**src/hdl/lrast_pkg.sv**
```systemverilog
// shared types and constants of the line rasterizer
package lrast_pkg;

  // coordinate and field widths
  localparam int CoordBits = 12;
  localparam int DeltaBits = CoordBits + 1;
  localparam int DecBits   = CoordBits + 3;
  localparam int WidthBits = 13;
  localparam int AddrBits  = 24;
  localparam int ColorBits = 32;

  localparam logic [WidthBits-1:0] WidthReset = WidthBits'(1024);

  // input item modes
  localparam logic ModeStart = 1'b0;
  localparam logic ModeStep  = 1'b1;

  // input beat
  typedef struct packed {
    logic                 mode;
    logic [CoordBits-1:0] x_start;
    logic [CoordBits-1:0] y_start;
    logic [CoordBits-1:0] x_end;
    logic [CoordBits-1:0] y_end;
    logic [ColorBits-1:0] color;
  } lrast_in_t;

  // result beat
  typedef struct packed {
    logic [CoordBits-1:0] pixel_x;
    logic [CoordBits-1:0] pixel_y;
    logic [AddrBits-1:0]  pixel_address;
    logic [ColorBits-1:0] pixel_value;
    logic                 last;
  } lrast_out_t;

  // generator set-up derived from the endpoints
  typedef struct packed {
    logic                        active;
    logic                        steep;
    logic                        minor_down;
    logic [CoordBits-1:0]        major_pos;
    logic [CoordBits-1:0]        major_stop;
    logic [CoordBits-1:0]        minor_pos;
    logic signed [DecBits-1:0]   decision;
    logic [DeltaBits-1:0]        twice_minor;
    logic [DeltaBits-1:0]        twice_major;
  } lrast_setup_t;

endpackage

```
**src/hdl/lrast_setup.sv**
```systemverilog
// line set-up: octant choice, endpoint swap and initial decision term
module lrast_setup (
  input  logic [lrast_pkg::CoordBits-1:0] x_start,
  input  logic [lrast_pkg::CoordBits-1:0] y_start,
  input  logic [lrast_pkg::CoordBits-1:0] x_end,
  input  logic [lrast_pkg::CoordBits-1:0] y_end,
  output lrast_pkg::lrast_setup_t         setup
);

  logic [lrast_pkg::CoordBits-1:0] adx;
  logic [lrast_pkg::CoordBits-1:0] ady;
  logic [lrast_pkg::CoordBits-1:0] d_major;
  logic [lrast_pkg::CoordBits-1:0] d_minor;
  logic [lrast_pkg::CoordBits-1:0] maj0;
  logic [lrast_pkg::CoordBits-1:0] maj1;
  logic [lrast_pkg::CoordBits-1:0] min0;
  logic [lrast_pkg::CoordBits-1:0] min1;
  logic                            steep;

  // absolute deltas
  assign adx = (x_end >= x_start) ? (x_end - x_start) : (x_start - x_end);
  assign ady = (y_end >= y_start) ? (y_end - y_start) : (y_start - y_end);

  // steep when |dy| is not below |dx|
  assign steep = !(ady < adx);

  // order the endpoints so the major axis increases
  always_comb begin
    if (!steep) begin
      if (x_start > x_end) begin
        maj0 = x_end;
        maj1 = x_start;
        min0 = y_end;
        min1 = y_start;
      end else begin
        maj0 = x_start;
        maj1 = x_end;
        min0 = y_start;
        min1 = y_end;
      end
    end else begin
      if (y_start > y_end) begin
        maj0 = y_end;
        maj1 = y_start;
        min0 = x_end;
        min1 = x_start;
      end else begin
        maj0 = y_start;
        maj1 = y_end;
        min0 = x_start;
        min1 = x_end;
      end
    end
  end

  assign d_major = steep ? ady : adx;
  assign d_minor = steep ? adx : ady;

  // pack the set-up, decision starts at 2*dminor - dmajor
  always_comb begin
    setup.active      = (maj0 != maj1);
    setup.steep       = steep;
    setup.minor_down  = (min1 < min0);
    setup.major_pos   = maj0;
    setup.major_stop  = maj1;
    setup.minor_pos   = min0;
    setup.twice_minor = {d_minor, 1'b0};
    setup.twice_major = {d_major, 1'b0};
    setup.decision    = $signed({2'b00, d_minor, 1'b0}) - $signed({3'b000, d_major});
  end

endmodule

```
**src/hdl/line_rasterizer_core.sv**
```systemverilog
// Bresenham line generator: each accepted step beat gives its pixel beat in the cycle after.
// One input beat per cycle while no held pixel is blocked; one add and compare for the decision term and
// one 12x13 multiply-add for the address sit between the state and the result register.
// Start beats and steps while idle give no pixel. Synchronous active-low reset clears
// the line-in-progress flag and the result valid, and sets the surface width to 1024.
module line_rasterizer_core (
  input  logic                              clk,
  input  logic                              rst_n,
  input  logic                              in_valid,
  output logic                              in_stall,
  input  lrast_pkg::lrast_in_t              in_data,
  output logic                              out_valid,
  input  logic                              out_stall,
  output lrast_pkg::lrast_out_t             out_data,
  input  logic                              cfg_wr_en,
  input  logic [lrast_pkg::WidthBits-1:0]   cfg_wr_data
);

  localparam int ProdBits = lrast_pkg::CoordBits + lrast_pkg::WidthBits + 1;

  logic [lrast_pkg::WidthBits-1:0]        surface_width_r;
  logic                                   active_r, active_nxt;
  logic                                   steep_r, steep_nxt;
  logic                                   minor_down_r, minor_down_nxt;
  logic [lrast_pkg::CoordBits-1:0]        major_pos_r, major_pos_nxt;
  logic [lrast_pkg::CoordBits-1:0]        major_stop_r, major_stop_nxt;
  logic [lrast_pkg::CoordBits-1:0]        minor_pos_r, minor_pos_nxt;
  logic signed [lrast_pkg::DecBits-1:0]   decision_r, decision_nxt;
  logic [lrast_pkg::DeltaBits-1:0]        twice_minor_r, twice_minor_nxt;
  logic [lrast_pkg::DeltaBits-1:0]        twice_major_r, twice_major_nxt;
  logic [lrast_pkg::ColorBits-1:0]        line_color_r, line_color_nxt;
  logic                                   out_valid_r, out_valid_nxt;
  lrast_pkg::lrast_out_t                  out_data_r, out_data_nxt;

  lrast_pkg::lrast_setup_t                setup;
  logic                                   in_accept;
  logic                                   emit;
  logic [lrast_pkg::CoordBits-1:0]        px;
  logic [lrast_pkg::CoordBits-1:0]        py;
  logic                                   is_last;
  logic [ProdBits-1:0]                    addr_sum;

  // line set-up from the endpoints of the beat
  lrast_setup u_setup (
    .x_start (in_data.x_start),
    .y_start (in_data.y_start),
    .x_end   (in_data.x_end),
    .y_end   (in_data.y_end),
    .setup   (setup)
  );

  // handshake: take a beat unless a held pixel is blocked
  assign in_stall  = out_valid_r && out_stall;
  assign in_accept = in_valid && !in_stall;
  assign emit      = in_accept && (in_data.mode == lrast_pkg::ModeStep) && active_r;

  // current pixel
  assign px       = steep_r ? minor_pos_r : major_pos_r;
  assign py       = steep_r ? major_pos_r : minor_pos_r;
  assign is_last  = (major_pos_r + lrast_pkg::CoordBits'(1)) == major_stop_r;
  assign addr_sum = ProdBits'(py) * ProdBits'(surface_width_r) + ProdBits'(px);

  // next generator state
  always_comb begin
    active_nxt      = active_r;
    steep_nxt       = steep_r;
    minor_down_nxt  = minor_down_r;
    major_pos_nxt   = major_pos_r;
    major_stop_nxt  = major_stop_r;
    minor_pos_nxt   = minor_pos_r;
    decision_nxt    = decision_r;
    twice_minor_nxt = twice_minor_r;
    twice_major_nxt = twice_major_r;
    line_color_nxt  = line_color_r;
    if (in_accept && (in_data.mode == lrast_pkg::ModeStart)) begin
      active_nxt      = setup.active;
      steep_nxt       = setup.steep;
      minor_down_nxt  = setup.minor_down;
      major_pos_nxt   = setup.major_pos;
      major_stop_nxt  = setup.major_stop;
      minor_pos_nxt   = setup.minor_pos;
      decision_nxt    = setup.decision;
      twice_minor_nxt = setup.twice_minor;
      twice_major_nxt = setup.twice_major;
      line_color_nxt  = in_data.color;
    end else if (emit) begin
      if (decision_r > 0) begin
        minor_pos_nxt = minor_down_r ? (minor_pos_r - lrast_pkg::CoordBits'(1))
                                     : (minor_pos_r + lrast_pkg::CoordBits'(1));
        decision_nxt  = decision_r - $signed({2'b00, twice_major_r})
                                   + $signed({2'b00, twice_minor_r});
      end else begin
        decision_nxt  = decision_r + $signed({2'b00, twice_minor_r});
      end
      major_pos_nxt = major_pos_r + lrast_pkg::CoordBits'(1);
      if (is_last) begin
        active_nxt = 1'b0;
      end
    end
  end

  // result register
  always_comb begin
    out_valid_nxt = out_valid_r && out_stall;
    out_data_nxt  = out_data_r;
    if (emit) begin
      out_valid_nxt              = 1'b1;
      out_data_nxt.pixel_x       = px;
      out_data_nxt.pixel_y       = py;
      out_data_nxt.pixel_address = lrast_pkg::AddrBits'(addr_sum);
      out_data_nxt.pixel_value   = line_color_r;
      out_data_nxt.last          = is_last;
    end
  end

  // control state
  always_ff @(posedge clk) begin
    if (!rst_n) begin
      active_r        <= 1'b0;
      out_valid_r     <= 1'b0;
      surface_width_r <= lrast_pkg::WidthReset;
    end else begin
      active_r    <= active_nxt;
      out_valid_r <= out_valid_nxt;
      if (cfg_wr_en) begin
        surface_width_r <= cfg_wr_data;
      end
    end
  end

  // datapath state
  always_ff @(posedge clk) begin
    steep_r       <= steep_nxt;
    minor_down_r  <= minor_down_nxt;
    major_pos_r   <= major_pos_nxt;
    major_stop_r  <= major_stop_nxt;
    minor_pos_r   <= minor_pos_nxt;
    decision_r    <= decision_nxt;
    twice_minor_r <= twice_minor_nxt;
    twice_major_r <= twice_major_nxt;
    line_color_r  <= line_color_nxt;
    out_data_r    <= out_data_nxt;
  end

  assign out_valid = out_valid_r;
  assign out_data  = out_data_r;

  // a new pixel beat only follows an accepted step
  a_pixel_from_step: assert property (@(posedge clk) disable iff (!rst_n)
    $rose(out_valid_r) |-> $past(in_accept && (in_data.mode == lrast_pkg::ModeStep)))
    else $error("pixel beat without an accepted step");

  // the final pixel ends the line
  a_last_ends_line: assert property (@(posedge clk) disable iff (!rst_n)
    (emit && is_last && !(in_accept && (in_data.mode == lrast_pkg::ModeStart))) |=> !active_r)
    else $error("line still active after its last pixel");

  // a start with equal endpoints leaves the generator idle
  a_zero_length_idle: assert property (@(posedge clk) disable iff (!rst_n)
    (in_accept && (in_data.mode == lrast_pkg::ModeStart) &&
     (in_data.x_start == in_data.x_end) && (in_data.y_start == in_data.y_end)) |=> !active_r)
    else $error("zero-length line left generator active");

endmodule

```
**config.mk**
```make
export PLATFORM = sky130hd
export DESIGN_NAME = line_rasterizer_core
export DESIGN_NICKNAME = d
export VERILOG_FILES = /design/src/hdl/lrast_pkg.sv /design/src/hdl/lrast_setup.sv /design/src/hdl/line_rasterizer_core.sv
export SDC_FILE = /design/constraint.sdc
export NUM_CORES = 1
export LEC_CHECK = 0
export ABC_AREA = 1
export BUFFER_PORTS_ARGS = -buffer_cell sky130_fd_sc_hd__buf_2
export CELL_PAD_IN_SITES_DETAIL_PLACEMENT = 0
export CELL_PAD_IN_SITES_GLOBAL_PLACEMENT = 2
export CORE_MARGIN = 1
export CORE_UTILIZATION = 33
export DETAILED_ROUTE_END_ITERATION = 10
export PLACE_DENSITY = 0.86
export SETUP_SLACK_MARGIN = 0.4
export SLEW_MARGIN = 20
export SYNTH_ARGS = -nofsm -noshare
export SYNTH_HDL_FRONTEND = slang
export SYNTH_SLANG_ARGS = --single-unit
```
**constraint.sdc**
```tcl
create_clock -name clk -period 5.8 [get_ports clk]
set_clock_uncertainty 0.05 [all_clocks]
set_input_delay 0.87 -clock clk [delete_from_list [all_inputs] [get_ports clk]]
set_output_delay 0.87 -clock clk [all_outputs]
set_load 0.05 [all_outputs]
```
==> results of run 1 <==
==> layout make-up <==
cell class,instances,area (sq um)
fillers,6172,35600
multi-input cells,1820,13100
flip-flops and latches,205,6010
repair buffers,461,3250
inverters,489,1890
well taps,837,1050
clock buffers,25,562
clock inverters,14,128
==> through the flow <==
stage	power, mW	utilization [%]	area (sq um)
after floorplan	10.1	-	20700
after global placement	13.7	38.9	24000
after detailed placement	13.9	38.9	24000
after CTS	16.7	41.3	25500
after global routing	19.4	42.2	26000
final	17.7	42.2	26000
==> placed cells by master (no fill, tap or decap), types with 29 or more instances in the layout <==
| cell | instances |
|---|---|
| ha_1 | 156 |
| o211ai_1 | 41 |
| nand3_1 | 105 |
| nand2_2 | 60 |
| inv_1 | 445 |
| a21oi_1 | 142 |
| buf_2 | 180 |
| o21ai_1 | 29 |
| o21ai_0 | 145 |
| xor2_1 | 52 |
| buf_4 | 255 |
| nor2_1 | 121 |
| fa_1 | 126 |
| nand2_1 | 607 |
| edfxtp_1 | 190 |
==> registers in the layout (all words and copies together), names as in the netlist, 12 cells and up <==
register and count:
decision_r 15, twice_minor_r 12, twice_major_r 12, out_data 81
major_stop_r 12, major_pos_r 12, surface_width_r 13, minor_pos_r 12
line_color_r 32
==> layer usage <==
metal	GRT usage (%)	up-vias	share of wire (%)
met5	0	-	0
met4	6.45	0	3.2
met3	2.01	95	4.4
met2	35.6	410	48
met1	26.1	8511	44
li1	-	9120	-
==> worst max path at each step <==
stage               depth (start not counted)  slack, ns                        to
detailed placement                         33      -0.05    minor_down_r$_DFFE_PP_
finish                                     23       0.33    out_data[53]$_DFFE_PP_
global placement                           31      -0.08    minor_down_r$_DFFE_PP_
global route                               23       0.11    out_data[53]$_DFFE_PP_
floorplan                                  45       0.36  decision_r[11]$_DFFE_PP_
CTS                                        24       0.31    out_data[53]$_DFFE_PP_
==> logic make-up (layout without fill, tap and decap cells) <==
family / after synthesis / count (layout) / synth area share, %
simple gates: 993 / 993 / 20.5
buf+inv: 566 / 989 / 10.8
compound gates: 430 / 430 / 11.6
fa+ha+maj: 319 / 319 / 24.6
flops: 205 / 205 / 29.3
xor+xnor: 76 / 76 / 3.24
mux: 2 / 2 / 0.0975
==> where the power goes <==
part	switching (mW)	leakage [nW]	internal (mW)	total (mW)
sequential	0.149	1.89	2.28	2.43
combinational	7.52	10.5	6.39	13.9
clock	0.603	0.331	0.749	1.35
==> timing repair <==
item	CTS	global route
endpoints found under the setup margin	9	22
buffers inserted	40	17
gates resized for setup	120	91
cloned	4	0
pin swaps	57	54
==> flow_summary_export.csv, run 1 <==
group,metric,value,unit
status,status,"completed",
floorplan,die_h,251,um
placed_design,dpl.cell_count,3751,
sta,period_share,94.3,%
sta,slew_violations,0,
clock_tree,cts_sinks,205,
yosys,syn_area,20500,sq um
clock_tree,cts_tree,"built",
grt,grt_pass1_wl,101,mm
grt,grt_use_total,20.3,%
finish,fin_nets,3417,
worst_setup_path,setup.worst_path.start_class,"register",
placed_design,portBuffers,181,
clock_tree,insertion_delay,0.54,ns
detailed_routing,drt-total-wl,63.8,mm
worst_setup_path,cp_max_fo,6,
sta,rsz0062_at_grt,"true",
yosys,synth_flop_cell,"edfxtp_1",
worst_setup_path,r2r_slack,0.33,ns
clock_tree,cts.clk_slew.worst_paths,0.06,ns
finish,diodes,0,
worst_setup_path,path_cells,"buf_6 -> buf_16 -> nand2_4 -> nand2_4 -> inv_6 -> buf_6 -> nand2_4 -> fa_1 -> inv_2 -> fa_2 -> fa_1 -> fa_1 -> fa_1 -> ha_4 -> a21oi_2 -> o21ai_2 -> nand2_1 -> o211ai_1 -> a31oi_2 -> o21ai_2 -> a31oi_2 -> o21ai_1 -> xor2_1",
floorplan,initial_core_util,33.3,%
worst_setup_path,cp.arrival,5.70,ns
grt,grt_max_degree,97,
sta,layout_min_cycle_time,5.47,ns
yosys,syn_inst,2591,
yosys,yosys_warnings,0,
worst_setup_path,reg2regPathDepth,23,
finish,synthToLayoutAreaGrowth,26.5,%
power,ir_worst_vdd,553,uV
sta,tightest_slew,0.835,ns
grt,antenna_found_initial,0,
worst_hold_path,hold-path-cell-count,0,
sta,hold_viol_final,0,
worst_setup_path,worstReg2RegStart,"steep_r$_DFFE_PP_",
floorplan,dieArea,63200,sq um
detailed_routing,ant_nets,0,
worst_hold_path,min_path_type,"reg2reg",
worst_setup_path,startpoint,"steep_r$_DFFE_PP_",
yosys,synthTopCellsByArea,"edfxtp_1 28%, fa_1 14%, nand2_1 12%, ha_1 11%, inv_1 8.7%",
finish,final_cells,3851,
yosys,ys_types,61,
grt,overflow,0,
power,p_leak,12.8,nW
yosys,synth_area_per_cell,7.92,sq um
finish,drive_gt1_share,24.4,%
yosys,yosys.area.top_type_share,27.8,%
sta,fmax,183,MHz
worst_setup_path,cp_slowest_cell,"fa_1",
placed_design,dp_slack,-0.0475,ns
clock_tree,htree_levels,1,
detailed_routing,vias,18100,
worst_setup_path,worstSetupPathType,"reg2reg",
power,p_per_area,681,nW/um^2
grt,grt_pass1_vias,18600,
detailed_routing,first_pass_iters,5,
clock_tree,clockBufferDepth,3,
worst_setup_path,critPathTopFamily,"adder cells",
placed_design,hpwlAfterDp,53.2,mm
detailed_routing,drt-initial-drc-count,1015,
floorplan,ios,182,
worst_setup_path,crit_path_frequent_cell,"fa_1",
worst_hold_path,min-delay-start,"line_color_r[20]$_DFFE_PP_",
clock_tree,root_buffer,"clkbuf_16",
yosys,synth_most_common_cell,"nand2_1",
yosys,ys_top_cells_by_count,"656 x nand2_1, 474 x inv_1, 190 x edfxtp_1, 179 x ha_1, 164 x o21ai_0",
sta,setup_slack,0.329,ns
run,drv_cap,0,
sta,slew_headroom,43.7,%
yosys,yosysTopAreaCell,"edfxtp_1",
sta,tns,0,ns
floorplan,placement_rows,91,
worst_setup_path,cp.required,6.03,ns
placed_design,gp_congestion,0.914,
floorplan,die_x,251,um
yosys,syn_nets,3009,
detailed_routing,routedWlPerCell,16.6,um
worst_hold_path,hold-path-endpoint,"out_data[21]$_DFFE_PP_",
yosys,ys_ff_latch,205,
sta,worst_hold_slack,0.368,ns
yosys,synth_edf_count,190,
sta,setup_violations,0,
detailed_routing,vias_per_cell,4.71,
worst_setup_path,max_stage_delay,0.58,ns
worst_setup_path,r2r_end,"out_data[53]$_DFFE_PP_",
worst_setup_path,critPathBufInv,5,
clock_tree,cts_made_buffers,22,
floorplan,design.core.area,61600,sq um
worst_setup_path,end_kind,"register",
yosys,postSynth.asyncResetShare,0,%
detailed_routing,drc_errors,0,
yosys,ys_seq_area_share,29.3,%
clock_tree,cts_hold_buf,0,
No activity file was read; power rests on OpenSTA's default activity.
==> inputs of run 2 (changes only) <==
- clock period: 5.8 -> 4.8 ns (I/O delays scaled with it)
==> run 2 against run 1 <==
The flow now finishes with violations (setup timing). Flip-flop and latch count is the same. Clock power grew 22%. Clock-buffer cell count is the same. Die area is the same. Non-clock buffer count grew 349. Global-route usage grew 1.1 points. Setup slack lost 0.87 ns. Final cell count grew 9.1%. Sequential power grew 20%. Via count grew 8.3%. Maximum frequency grew 2.4%.
==> flow_summary_export.csv, run 2 (synthesis results as in run 1) <==
group,metric,value,unit
detailed_routing,ant_nets,0,
worst_hold_path,min-delay-start,"in_data[2]",
detailed_routing,wl_met1,30.1,mm
finish,multiInputGateArea,14200,sq um
floorplan,ios,182,
detailed_routing,dr.max_layer_used,"met4",
finish,drive_gt1_share,37.5,%
clock_tree,root_buffer,"clkbuf_16",
clock_tree,cts.clk_slew.worst_paths,0.07,ns
floorplan,die_h,251,um
detailed_routing,vias,19600,
grt,grt_use_total,21.4,%
detailed_routing,dr_wl_met2,33.7,mm
worst_setup_path,r2r_slack,-0.54,ns
worst_setup_path,setup.worst_path.start_class,"register",
finish,diodes,0,
detailed_routing,drt-initial-drc-count,992,
worst_setup_path,cp.required,5.03,ns
placed_design,gp_congestion,0.951,
clock_tree,cts_made_buffers,23,
clock_tree,clockBufferDepth,3,
worst_setup_path,cp.arrival,5.58,ns
power,p_leak,14.8,nW
placed_design,portBuffers,181,
floorplan,placement_rows,91,
detailed_routing,drt-total-wl,68.3,mm
clock_tree,htree_levels,1,
detailed_routing,routedWlPerCell,16.3,um
sta,setup_violations,15,
worst_setup_path,worstSetupPathType,"reg2reg",
grt,overflow,0,
finish,fin_nets,3768,
clock_tree,cts_tree,"built",
status,violations,"setup timing",
finish,final_cell_mix,"570 x buf_4, 549 x nand2_1, 432 x inv_1, 190 x edfxtp_1, 175 x buf_2",
floorplan,design.core.area,61600,sq um
worst_hold_path,hold-path-cell-count,1,
finish,nFillCells,5894,
sta,rsz0062_at_grt,"true",
sta,fmax,187,MHz
sta,setup_slack,-0.543,ns
sta,slew_headroom,31.8,%
finish,ff_latch_area,6010,sq um
worst_setup_path,worstReg2RegStart,"steep_r$_DFFE_PP_",
detailed_routing,first_pass_iters,5,
sta,tightest_slew,1.02,ns
detailed_routing,vias_per_cell,4.67,
run,drv_cap,0,
worst_hold_path,hold-path-endpoint,"line_color_r[2]$_DFFE_PP_",
status,status,"complete, but fails checks",
worst_setup_path,r2r_end,"out_data[53]$_DFFE_PP_",
detailed_routing,wl_met3,2.09,mm
worst_setup_path,cp_max_fo,8,
sta,layout_min_cycle_time,5.34,ns
grt,grt_pass1_wl,106,mm
power,ir_worst_vdd,637,uV
power,total_power,24.0,mW
clock_tree,cts_sinks,205,
worst_setup_path,end_kind,"register",
clock_tree,insertion_delay,0.54,ns
sta,slew_violations,0,
finish,largest_reg_flops,81,
grt,grt_max_degree,83,
floorplan,initial_core_util,33.3,%
floorplan,dieArea,63200,sq um
grt,grt_pass1_vias,20000,
finish,synthToLayoutAreaGrowth,46.5,%
grt,antenna_found_initial,0,
sta,period_share,111,%
worst_hold_path,min_path_type,"in2reg",
finish,final_common_cell,"buf_4",
floorplan,die_x,251,um
placed_design,hpwlAfterDp,56.0,mm
finish,fin_util,48.8,%
clock_tree,cts_hold_buf,0,
sta,hold_viol_final,0,
sta,tns,-4.96,ns
power,p_per_area,799,nW/um^2
detailed_routing,drc_errors,0,
worst_setup_path,reg2regPathDepth,24,
## run 2: cell count changes in the layout (fill, tap and decap cells not counted), sizes merged
cell      before  now
bufinv         1    0
inv          482  488
clkinv        17   18
clkinvlp       3    0
bufbuf         1    0
buf          459  809
## run 2: timing repair
item                       CTS  global route
resized for setup          251           191
buffers inserted            33            30
pin swaps                  100            97
cloned                       6             1
hold endpoints to repair     0             0
setup endpoints to repair   34            43
## run 2: cell type report
cell class	count	share of cell area (%)
repair buffers	810	20.5
multi-input cells	1820	47.3
clock inverters	16	0.370
inverters	489	6.32
well taps	837	3.48
clock buffers	25	1.94
repair inverters	1	0.0999
flip-flops and latches	205	20.0
## run 2: worst max-delay path by stage
stage | start | endpoint | slack [ns]
after detailed placement | steep_r$_DFFE_PP_ | out_data[53]$_DFFE_PP_ | -0.82
after CTS | steep_r$_DFFE_PP_ | out_data[53]$_DFFE_PP_ | -0.59
final | steep_r$_DFFE_PP_ | out_data[53]$_DFFE_PP_ | -0.54
after floorplan | steep_r$_DFFE_PP_ | out_data[53]$_DFFE_PP_ | -0.50
after global placement | steep_r$_DFFE_PP_ | out_data[53]$_DFFE_PP_ | -0.74
after global routing | steep_r$_DFFE_PP_ | out_data[53]$_DFFE_PP_ | -0.74
## run 2: power by group
part	leakage [nW]	switching (mW)	internal [mW]
combinational	12.5	10.1	9.34
clock	0.346	0.756	0.896
sequential	1.89	0.164	2.76
## run 2: stage by stage
| stage | worst slack [ns] | hold slack (ns) | area (sq um) | cells |
|---|---|---|---|---|
| after floorplan | -0.499 | 0.350 | 21100 | 2591 |
| after global placement | -0.737 | 0.350 | 26900 | 4092 |
| final | -0.543 | 0.311 | 30100 | 4203 |
| after detailed placement | -0.818 | 0.355 | 26900 | 4092 |
| after CTS | -0.592 | 0.268 | 29000 | 4172 |
| after global routing | -0.739 | 0.277 | 30100 | 4203 |
## run 2: layer usage
layer / vias to the layer above / global-route usage (%)
met5: - / 0
met4: 0 / 7.74
met3: 81 / 1.21
met2: 394 / 38.4
met1: 9312 / 27.1
li1: 9853 / -
## run 2: critical path, cell delays in order, from the launching register on
cell and delay (ns):
edfxtp_1 0.44, buf_6 0.17, buf_6 0.12, nand2_4 0.05, nand2_4 0.06, inv_8 0.08
nand2_4 0.05, fa_1 0.54, inv_2 0.04, fa_1 0.47, fa_1 0.51, inv_2 0.04
fa_1 0.47, fa_1 0.53, inv_2 0.05, ha_4 0.22, a21oi_4 0.15, o21ai_4 0.09
nand2_1 0.06, o211ai_1 0.11, a31oi_2 0.26, o21ai_2 0.10, a31oi_2 0.17, o21ai_1 0.11
xor2_1 0.14
